## src/rtl/core/assert_macros.svh

```systemverilog
// Assertion macros shared by the decimal-to-LCD byte stream RTL.
// Every macro expects clk_i and rst_ni in the scope of the including module.
`ifndef ASSERT_MACROS_SVH
`define ASSERT_MACROS_SVH

// Property must hold at every clock edge outside reset.
`define DLB_ASSERT(label, prop, msg) \
  label: assert property (@(posedge clk_i) disable iff (!rst_ni) (prop)) \
    else $error(msg);

// Condition must never be true outside reset.
`define DLB_ASSERT_NEVER(label, cond, msg) \
  label: assert property (@(posedge clk_i) disable iff (!rst_ni) !(cond)) \
    else $error(msg);

`endif

```

## src/rtl/core/dlb_pkg.sv

```systemverilog
// Package for the decimal-to-LCD byte stream: byte codes, types, divide-by-ten helper.
// No dependencies; imported by dlb_front, dlb_fifo, dlb_back and the top level.
package dlb_pkg;

  localparam int unsigned ValW      = 16;
  localparam int unsigned MaxDigits = 5;
  localparam int unsigned DigCntW   = 3;  // holds 0..MaxDigits
  localparam int unsigned QDepth    = 2;
  localparam int unsigned QPtrW     = $clog2(QDepth);
  localparam int unsigned QCntW     = $clog2(QDepth + 1);

  // Byte codes
  localparam logic [7:0] LcdClear  = 8'h01;
  localparam logic [7:0] LcdHome   = 8'h80;
  localparam logic [7:0] CharSpace = 8'h20;
  localparam logic [7:0] CharR     = 8'h52;
  localparam logic [7:0] CharP     = 8'h50;
  localparam logic [7:0] CharM     = 8'h4D;
  localparam logic [7:0] CharZero  = 8'h30;

  // ceil(2^19 / 10): exact quotient for every 16-bit value
  localparam logic [31:0] Recip10 = 32'd52429;

  typedef enum logic [1:0] {
    F_IDLE,
    F_CONV,
    F_PUSH
  } front_state_e;

  typedef enum logic [2:0] {
    B_IDLE,
    B_CLR,
    B_HOME,
    B_DIGIT,
    B_SPACE,
    B_R,
    B_P,
    B_M
  } back_state_e;

  // One queued job: digits least significant first, plus digit count
  typedef struct packed {
    logic [MaxDigits-1:0][3:0] digs;
    logic [DigCntW-1:0]        ndig;
  } rec_t;

  typedef struct packed {
    logic full;
    logic empty;
  } fifo_stat_t;

  function automatic logic [ValW-1:0] div10(input logic [ValW-1:0] v);
    logic [31:0] p;
    p = 32'(v) * Recip10;
    return ValW'(p[31:19]);
  endfunction

endpackage

```

## src/rtl/core/decimal_value_to_lcd_bytes_top.sv

```systemverilog
// With n decimal digits (1..5), the first byte is strobed once the front end has split the
// value and queued the job, the back end has popped it and its byte register has loaded it;
// the sequence is 6+n bytes on consecutive cycles (7 to 11). Sustained throughput is set by
// the one-byte-per-cycle back end, and busy drops once a job is queued.
// Reset (rst_ni, async, active low) empties the queue and idles both ends; no result
// is lost to the receiver since it cannot stall: every strobe is a transfer.
//
// Dependencies: dlb_pkg, dlb_front, dlb_fifo, dlb_back.

module decimal_value_to_lcd_bytes_top import dlb_pkg::*; (
  input  logic            clk_i,
  input  logic            rst_ni,
  // Command side: a transfer happens when start is high and busy is low
  input  logic            start,
  input  logic [ValW-1:0] rpm_value_i,
  output logic            busy,
  // Result side: one byte per strobe cycle, no back-pressure
  output logic            strobe_o,
  output logic [7:0]      lcd_byte_o,
  output logic            is_data_o,
  output logic            last_byte_o
);

  // Front end splits the value into digits (one divide-by-ten per cycle)
  // and hands a job record to the queue; the back end then walks the
  // fixed byte sequence: clear, home, digits MS first, space, R, P, M.
  fifo_stat_t q_stat;
  rec_t       q_wdata, q_rdata;
  logic       q_push, q_pop;

  dlb_front u_front (
    .clk_i       (clk_i),
    .rst_ni      (rst_ni),
    .start_i     (start),
    .rpm_value_i (rpm_value_i),
    .stat_i      (q_stat),
    .busy_o      (busy),
    .push_o      (q_push),
    .rec_o       (q_wdata)
  );

  // Two-entry queue lets the front convert the next value while the back
  // is still streaming the previous sequence.
  dlb_fifo u_fifo (
    .clk_i   (clk_i),
    .rst_ni  (rst_ni),
    .push_i  (q_push),
    .wdata_i (q_wdata),
    .pop_i   (q_pop),
    .rdata_o (q_rdata),
    .stat_o  (q_stat)
  );

  // Back end pops a job right at the final byte of the prior one, so
  // sequences run gap-free while jobs are waiting.
  dlb_back u_back (
    .clk_i       (clk_i),
    .rst_ni      (rst_ni),
    .stat_i      (q_stat),
    .rec_i       (q_rdata),
    .pop_o       (q_pop),
    .strobe_o    (strobe_o),
    .lcd_byte_o  (lcd_byte_o),
    .is_data_o   (is_data_o),
    .last_byte_o (last_byte_o)
  );

endmodule

```

## src/rtl/core/dlb_front.sv

```systemverilog
// Front end: takes a 16-bit value and splits it into decimal digits, one per cycle.
// Depends on dlb_pkg and assert_macros.svh; pushes finished jobs into dlb_fifo.
`include "assert_macros.svh"

module dlb_front import dlb_pkg::*; (
  input  logic            clk_i,
  input  logic            rst_ni,
  input  logic            start_i,
  input  logic [ValW-1:0] rpm_value_i,
  input  fifo_stat_t      stat_i,
  output logic            busy_o,
  output logic            push_o,
  output rec_t            rec_o
);

  front_state_e state_q, state_d;
  logic [DigCntW-1:0]        cnt_q;
  logic [ValW-1:0]           v_q;
  logic [MaxDigits-1:0][3:0] digs_q;
  logic [ValW-1:0]           quo;
  logic [ValW-1:0]           rem_w;

  assign quo   = div10(v_q);
  assign rem_w = v_q - (quo << 3) - (quo << 1);

  always_comb begin
    state_d = state_q;
    unique case (state_q)
      F_IDLE: if (start_i) state_d = F_CONV;
      F_CONV: if (quo == '0) state_d = F_PUSH;
      F_PUSH: if (!stat_i.full) state_d = F_IDLE;
      default: state_d = F_IDLE;
    endcase
  end

  always_comb begin
    busy_o = (state_q != F_IDLE);
    push_o = (state_q == F_PUSH) && !stat_i.full;
  end

  always_ff @(posedge clk_i or negedge rst_ni) begin
    if (!rst_ni) begin
      state_q <= F_IDLE;
      cnt_q   <= '0;
    end else begin
      state_q <= state_d;
      if (state_q == F_IDLE && start_i) begin
        cnt_q <= '0;
      end else if (state_q == F_CONV) begin
        cnt_q <= cnt_q + 1'b1;
      end
    end
  end

  always_ff @(posedge clk_i) begin
    if (state_q == F_IDLE && start_i) begin
      v_q <= rpm_value_i;
    end else if (state_q == F_CONV) begin
      v_q            <= quo;
      digs_q[cnt_q]  <= rem_w[3:0];
    end
  end

  assign rec_o.digs = digs_q;
  assign rec_o.ndig = cnt_q;

  `DLB_ASSERT(a_conv_cnt_range, (state_q == F_CONV) |-> (cnt_q < DigCntW'(MaxDigits)), "digit counter past last digit")
  `DLB_ASSERT(a_push_value_done, (state_q == F_PUSH) |-> (v_q == '0), "job queued before value fully split")

endmodule

```

## src/rtl/core/dlb_fifo.sv

```systemverilog
// Short job queue between front and back ends, register based.
// Depends on dlb_pkg and assert_macros.svh.
`include "assert_macros.svh"

module dlb_fifo import dlb_pkg::*; (
  input  logic       clk_i,
  input  logic       rst_ni,
  input  logic       push_i,
  input  rec_t       wdata_i,
  input  logic       pop_i,
  output rec_t       rdata_o,
  output fifo_stat_t stat_o
);

  rec_t             mem_q [QDepth];
  logic [QPtrW-1:0] wr_ptr_q, rd_ptr_q;
  logic [QCntW-1:0] cnt_q;

  assign stat_o.full  = (cnt_q == QCntW'(QDepth));
  assign stat_o.empty = (cnt_q == '0);
  assign rdata_o      = mem_q[rd_ptr_q];

  always_ff @(posedge clk_i or negedge rst_ni) begin
    if (!rst_ni) begin
      wr_ptr_q <= '0;
      rd_ptr_q <= '0;
      cnt_q    <= '0;
    end else begin
      if (push_i) wr_ptr_q <= wr_ptr_q + 1'b1;
      if (pop_i)  rd_ptr_q <= rd_ptr_q + 1'b1;
      if (push_i && !pop_i) begin
        cnt_q <= cnt_q + 1'b1;
      end else if (pop_i && !push_i) begin
        cnt_q <= cnt_q - 1'b1;
      end
    end
  end

  always_ff @(posedge clk_i) begin
    if (push_i) mem_q[wr_ptr_q] <= wdata_i;
  end

  `DLB_ASSERT_NEVER(a_cnt_ovf, cnt_q > QCntW'(QDepth), "queue count above depth")

endmodule

```

## src/rtl/core/dlb_back.sv

```systemverilog
// Back end: sequencer that emits one LCD byte per cycle for each queued job.
// Depends on dlb_pkg and assert_macros.svh; pops jobs from dlb_fifo.
`include "assert_macros.svh"

module dlb_back import dlb_pkg::*; (
  input  logic       clk_i,
  input  logic       rst_ni,
  input  fifo_stat_t stat_i,
  input  rec_t       rec_i,
  output logic       pop_o,
  output logic       strobe_o,
  output logic [7:0] lcd_byte_o,
  output logic       is_data_o,
  output logic       last_byte_o
);

  back_state_e state_q, state_d;
  rec_t               rec_q;
  logic [DigCntW-1:0] idx_q;
  logic               strobe_q, strobe_d;
  logic [7:0]         byte_q, byte_d;
  logic               data_q, data_d;
  logic               last_q, last_d;

  always_comb begin
    state_d = state_q;
    unique case (state_q)
      B_IDLE:  if (!stat_i.empty) state_d = B_CLR;
      B_CLR:   state_d = B_HOME;
      B_HOME:  state_d = B_DIGIT;
      B_DIGIT: if (idx_q == '0) state_d = B_SPACE;
      B_SPACE: state_d = B_R;
      B_R:     state_d = B_P;
      B_P:     state_d = B_M;
      B_M:     state_d = stat_i.empty ? B_IDLE : B_CLR;
      default: state_d = B_IDLE;
    endcase
  end

  always_comb begin
    strobe_d = 1'b1;
    byte_d   = CharSpace;
    data_d   = 1'b1;
    last_d   = 1'b0;
    pop_o    = 1'b0;
    unique case (state_q)
      B_IDLE: begin
        strobe_d = 1'b0;
        pop_o    = !stat_i.empty;
      end
      B_CLR: begin
        byte_d = LcdClear;
        data_d = 1'b0;
      end
      B_HOME: begin
        byte_d = LcdHome;
        data_d = 1'b0;
      end
      B_DIGIT: byte_d = CharZero + {4'b0, rec_q.digs[idx_q]};
      B_SPACE: byte_d = CharSpace;
      B_R:     byte_d = CharR;
      B_P:     byte_d = CharP;
      B_M: begin
        byte_d = CharM;
        last_d = 1'b1;
        pop_o  = !stat_i.empty;
      end
      default: strobe_d = 1'b0;
    endcase
  end

  always_ff @(posedge clk_i or negedge rst_ni) begin
    if (!rst_ni) begin
      state_q  <= B_IDLE;
      strobe_q <= 1'b0;
    end else begin
      state_q  <= state_d;
      strobe_q <= strobe_d;
    end
  end

  always_ff @(posedge clk_i) begin
    byte_q <= byte_d;
    data_q <= data_d;
    last_q <= last_d;
    if (pop_o) rec_q <= rec_i;
    if (state_q == B_HOME) begin
      idx_q <= rec_q.ndig - 1'b1;
    end else if (state_q == B_DIGIT) begin
      idx_q <= idx_q - 1'b1;
    end
  end

  assign strobe_o    = strobe_q;
  assign lcd_byte_o  = byte_q;
  assign is_data_o   = data_q;
  assign last_byte_o = last_q;

  `DLB_ASSERT(a_home_after_clear, (strobe_o && !is_data_o && (lcd_byte_o == LcdClear)) |=> (strobe_o && (lcd_byte_o == LcdHome)), "home command must follow clear")
  `DLB_ASSERT(a_last_is_m, (strobe_o && last_byte_o) |-> (is_data_o && (lcd_byte_o == CharM)), "last byte must be data M")

endmodule
```

## config.mk

```make
export PLATFORM = sky130hd
export DESIGN_NAME = decimal_value_to_lcd_bytes_top
export DESIGN_NICKNAME = d
export VERILOG_FILES = /design/src/rtl/core/dlb_pkg.sv /design/src/rtl/core/decimal_value_to_lcd_bytes_top.sv /design/src/rtl/core/dlb_front.sv /design/src/rtl/core/dlb_fifo.sv /design/src/rtl/core/dlb_back.sv
export VERILOG_INCLUDE_DIRS = /design/src /design/src/rtl/core
export SDC_FILE = /design/constraint.sdc
export NUM_CORES = 1
export LEC_CHECK = 0
export BUFFER_PORTS_ARGS = -buffer_cell sky130_fd_sc_hd__buf_2
export CORE_ASPECT_RATIO = 1.75
export CORE_UTILIZATION = 42
export CTS_CLUSTER_SIZE = 12
export DETAILED_ROUTE_END_ITERATION = 8
export GPL_ROUTABILITY_DRIVEN = 0
export HOLD_SLACK_MARGIN = 0.03
export PLACE_DENSITY = 0.65
export RECOVER_POWER = 50
export SETUP_SLACK_MARGIN = 0.3
export SLEW_MARGIN = 20
export SYNTH_ARGS = -nofsm -noshare
export SYNTH_HDL_FRONTEND = slang
export SYNTH_SLANG_ARGS = --single-unit
export TNS_END_PERCENT = 30
```

## constraint.sdc

```tcl
create_clock -name clk_i -period 5.95 [get_ports clk_i]
set_input_delay 1.4875 -clock clk_i [delete_from_list [all_inputs] [get_ports clk_i]]
set_output_delay 1.4875 -clock clk_i [all_outputs]
set_load 0.01 [all_outputs]
```

==> summary.md <==
The first detailed-routing pass ran for 5 iterations. Setup repair after global routing could not meet its margin everywhere. The final non-filler cell total is 1296, and the overall global routing resource usage is 20.6%. Detailed placement ended at an HPWL of 18800 um.

The peak per-stage delay on the critical path was 570 ps. In this run the critical register-to-register path is launched from u_front.v_q[3]$_DFFE_PP_. Depth of the worst hold-timing path: 0. In the final routed layout, each cell accounts on average for 17.3 um. Leaving out fill and tap cells, the most frequent cell in the layout is sky130_fd_sc_hd__inv_1. The first global-routing pass estimated 35500 um of wire. Instance area at placement: 11200 um^2. Data on the critical path is required at its endpoint by 6250 ps. The total area inside the core boundary comes to 22700 um^2.

Counting every net in the synthesized netlist gives 1061. For this run, the leading register cell type out of synthesis is sky130_fd_sc_hd__edfxtp_1. The number of design-rule violations left by the first detailed-router iteration was 277. Across the routed clock network, the largest skew measured is 8.47 ps.

Count of hold-fix buffers inserted at cts: 0. The category of the worst setup path launch point is a flip-flop. The finished cells cover 12100 um^2. The clock reaches the later pin of the worst-skew pair after 420 ps.

Yosys mapped a number of flops with a built-in enable equal to 108. The number of placed cells counting well taps came out at 1246. For flop-to-flop paths, the worst setup slack is -220 ps. The clock drives 131 sinks. The run gives -218 ps as the worst setup margin.

The path with the worst hold slack has its endpoint at u_fifo.mem_q[0][8]$_DFFE_PP_. Summing over every cut layer, the via total after detailed routing is 6459. In this run the clock root is driven by a sky130_fd_sc_hd__clkbuf_16.

For this run, asynchronously set or reset flops after synthesis account for 9.92%. The critical setup path kind is reg -> reg. In this run the core area contains 73 standard-cell rows.

The area added between synthesis and finish works out to 24.5%. The fraction of layout instances using a drive strength above 1 is 26.4%. In this run the critical register-to-register path is captured at u_front.state_q[0]$_DFFE_PN0P_. The critical path goes through ha_1 -> inv_1 -> fa_2 -> inv_1 -> fa_1 -> fa_1 -> fa_1 -> fa_1 -> ha_4 -> a211oi_4 -> o211ai_1 -> a41oi_4 -> o22ai_4 -> a21oi_2 -> xor2_2 -> or3b_4 -> or4_4 -> o21a_1. At the end of the flow, the number of nets in the layout was 1218.

The remaining design rule violation count was 0; the horizontal extent of the die was 117 um. Summing every instance area after synthesis gives 9750 um^2. The length in cells of the worst reg-to-reg path works out to 18.

After layout, the worst path uses 104% of the clock period. The chip height is 204 um. Cells fill 53.4% of the core in the end.

For the number of global-route vias before repair, the log shows 6879. The library cells used most frequently in the layout, excluding fill and tap cells, are sky130_fd_sc_hd__inv_1, sky130_fd_sc_hd__ha_1, sky130_fd_sc_hd__buf_4. The number of setup violations in the final report is 7.

Entering global routing, the biggest net connects 26 pins. The flow ran to the end, but the final reports show violations. The run gives 0.162 GHz as the maximum achievable frequency. The worst hold path belongs to the class reg -> reg. STA classifies the critical path endpoint as a flip-flop. At the worst endpoint, the arrival time is 6470 ps.

The initial antenna violation count is 0. The checks that failed: setup timing. The number of buffers on the longest clock path is 2.

Summed over all layers, the routed wires come to 22500 um. The number of warning messages in the yosys log was 0. The worst pin sits at a relative slew slack of 26.1%. In this run the remaining antenna-violating nets after routing total 0. The run gives 0 as the diode insertion count for antenna repair.

On the critical path the largest part of the delay comes from adder cells. In this run the count of I/O pins placed on the die edge is 31. Of all nets on the critical path, the largest fanout is 4. Clock-pin slew was measured on the worst setup and hold paths at 60 ps.

Across the run, the number of max-cap violations was 0. For the pin with the worst max-slew slack, the measured transition is 1110 ps. For the max-slew violation total from the final report, the log shows 0. The number of buffers created by CTS was 17. During placement, the flow inserted port buffers numbering 30. The cell that appears most often on the critical path is sky130_fd_sc_hd__fa_1. The proportion of synthesized chip area in sequential cells was 38.6%. Summed over all layers, the global routing overflow is 0. The count of endpoints failing hold in the final timing report was 0; the die outline area was 23900 um^2. The count of different cell masters after synthesis is 61, and the post-synthesis area per instance is 11.8 um^2.

The minimum period implied by the final worst setup slack was 6170 ps; the count of mapped cells out of synthesis was 826. Slowest stage cell on the critical path: sky130_fd_sc_hd__fa_1. The startpoint identified for the worst hold timing path is u_front.rec_o[8]$_DFFE_PP_. The count of buffer and inverter cells on the critical path was 2; the initial cell density of the core was 42.9%. The tools report the total number of H-tree levels as 4. Counting flops and latches in the post-synthesis netlist gives 131.

TritonCTS built the clock tree. Dividing the detail-routed via count by the number of cells gives 4.98.
==> cell usage after synthesis (13+ instances only) <==
| cell | instances | share of area, % |
|---|---|---|
| sky130_fd_sc_hd__a21oi_1 | 35 | 1.8 |
| sky130_fd_sc_hd__nor2_1 | 30 | 1.2 |
| sky130_fd_sc_hd__dfrtp_1 | 13 | 3.3 |
| sky130_fd_sc_hd__o21ai_0 | 17 | 0.87 |
| sky130_fd_sc_hd__edfxtp_1 | 108 | 33 |
| sky130_fd_sc_hd__inv_1 | 177 | 6.8 |
| sky130_fd_sc_hd__ha_1 | 136 | 17 |
| sky130_fd_sc_hd__nand2_1 | 46 | 1.8 |
| sky130_fd_sc_hd__mux2_2 | 24 | 2.8 |
| sky130_fd_sc_hd__fa_1 | 80 | 16 |
| sky130_fd_sc_hd__xnor2_1 | 14 | 1.3 |
| sky130_fd_sc_hd__xor2_1 | 17 | 1.5 |
==> final cells by class <==
cell class	instances	area, um^2
multi-input cells	506	5660
inverters	177	667
repair buffers	150	1080
fillers	1896	10600
clock buffers	20	500
clock inverters	12	100
flip-flops and latches	131	3770
well taps	300	375
==> routing by layer <==
layer	wire (um)	GRT usage [%]
met2	13200	39.7
met1	7230	19.0
met5	0	0
met4	1690	15.2
met3	353	2.50
==> worst max-delay path by stage <==
stage | startpoint | end | slack [ps] | cells after the start
2_1_floorplan | u_front.v_q[2]$_DFFE_PP_ | u_front.state_q[0]$_DFFE_PN0P_ | 50 | 19
3_3_place_gp | u_front.v_q[4]$_DFFE_PP_ | u_front.state_q[0]$_DFFE_PN0P_ | -460 | 17
3_5_place_dp | u_front.v_q[4]$_DFFE_PP_ | u_front.state_q[0]$_DFFE_PN0P_ | -470 | 17
4_1_cts | u_front.v_q[2]$_DFFE_PP_ | u_front.state_q[0]$_DFFE_PN0P_ | -220 | 19
5_1_grt | u_front.v_q[1]$_DFFE_PP_ | u_front.state_q[0]$_DFFE_PN0P_ | -430 | 22
6_report | u_front.v_q[3]$_DFFE_PP_ | u_front.state_q[0]$_DFFE_PN0P_ | -220 | 18
==> cell families after synthesis <==
group,share of synthesized area (%)
adder cells (fa/ha/maj),33.9
flip-flops,38.6
XOR/XNOR,3.12
AO/OA/AOI/OAI,6.77
multiplexers,4.12
AND/OR/NAND/NOR,6.20
buffers and inverters,7.29
==> timing repair <==
item | 4_1_cts | 5_1_grt
endpoints found under the setup margin | 24 | 24
buffers inserted | 11 | 7
gates resized for setup | 29 | 15
hold endpoints to repair | 0 | 0
pin swaps | 26 | 25
==> state kept, by name, indices dropped and copies added (netlist names) <==
name,count
u_back.lcd_byte_o,8
u_front.rec_o,20
u_front.cnt_q,3
u_fifo.wr_ptr_q,1
u_back.last_byte_o,1
u_fifo.rd_ptr_q,1
u_back.state_q,3
u_back.idx_q,3
u_front.v_q,16
u_back.rec_q,23
u_fifo.cnt_q,2
u_fifo.mem_q,46
u_front.state_q,2
u_back.is_data_o,1
u_back.strobe_o,1
==> per-stage QoR <==
stage	TNS, ps	hold slack [ps]	worst slack, ps
finish	-854	447	-218
global route	-3030	447	-430
CTS	-467	443	-219
detailed placement	-977	432	-470
global placement	-871	422	-458
floorplan	0	421	46.9
Power is not shown: default switching activity piles up to over one toggle a cycle in this logic, so the estimate is an artifact.
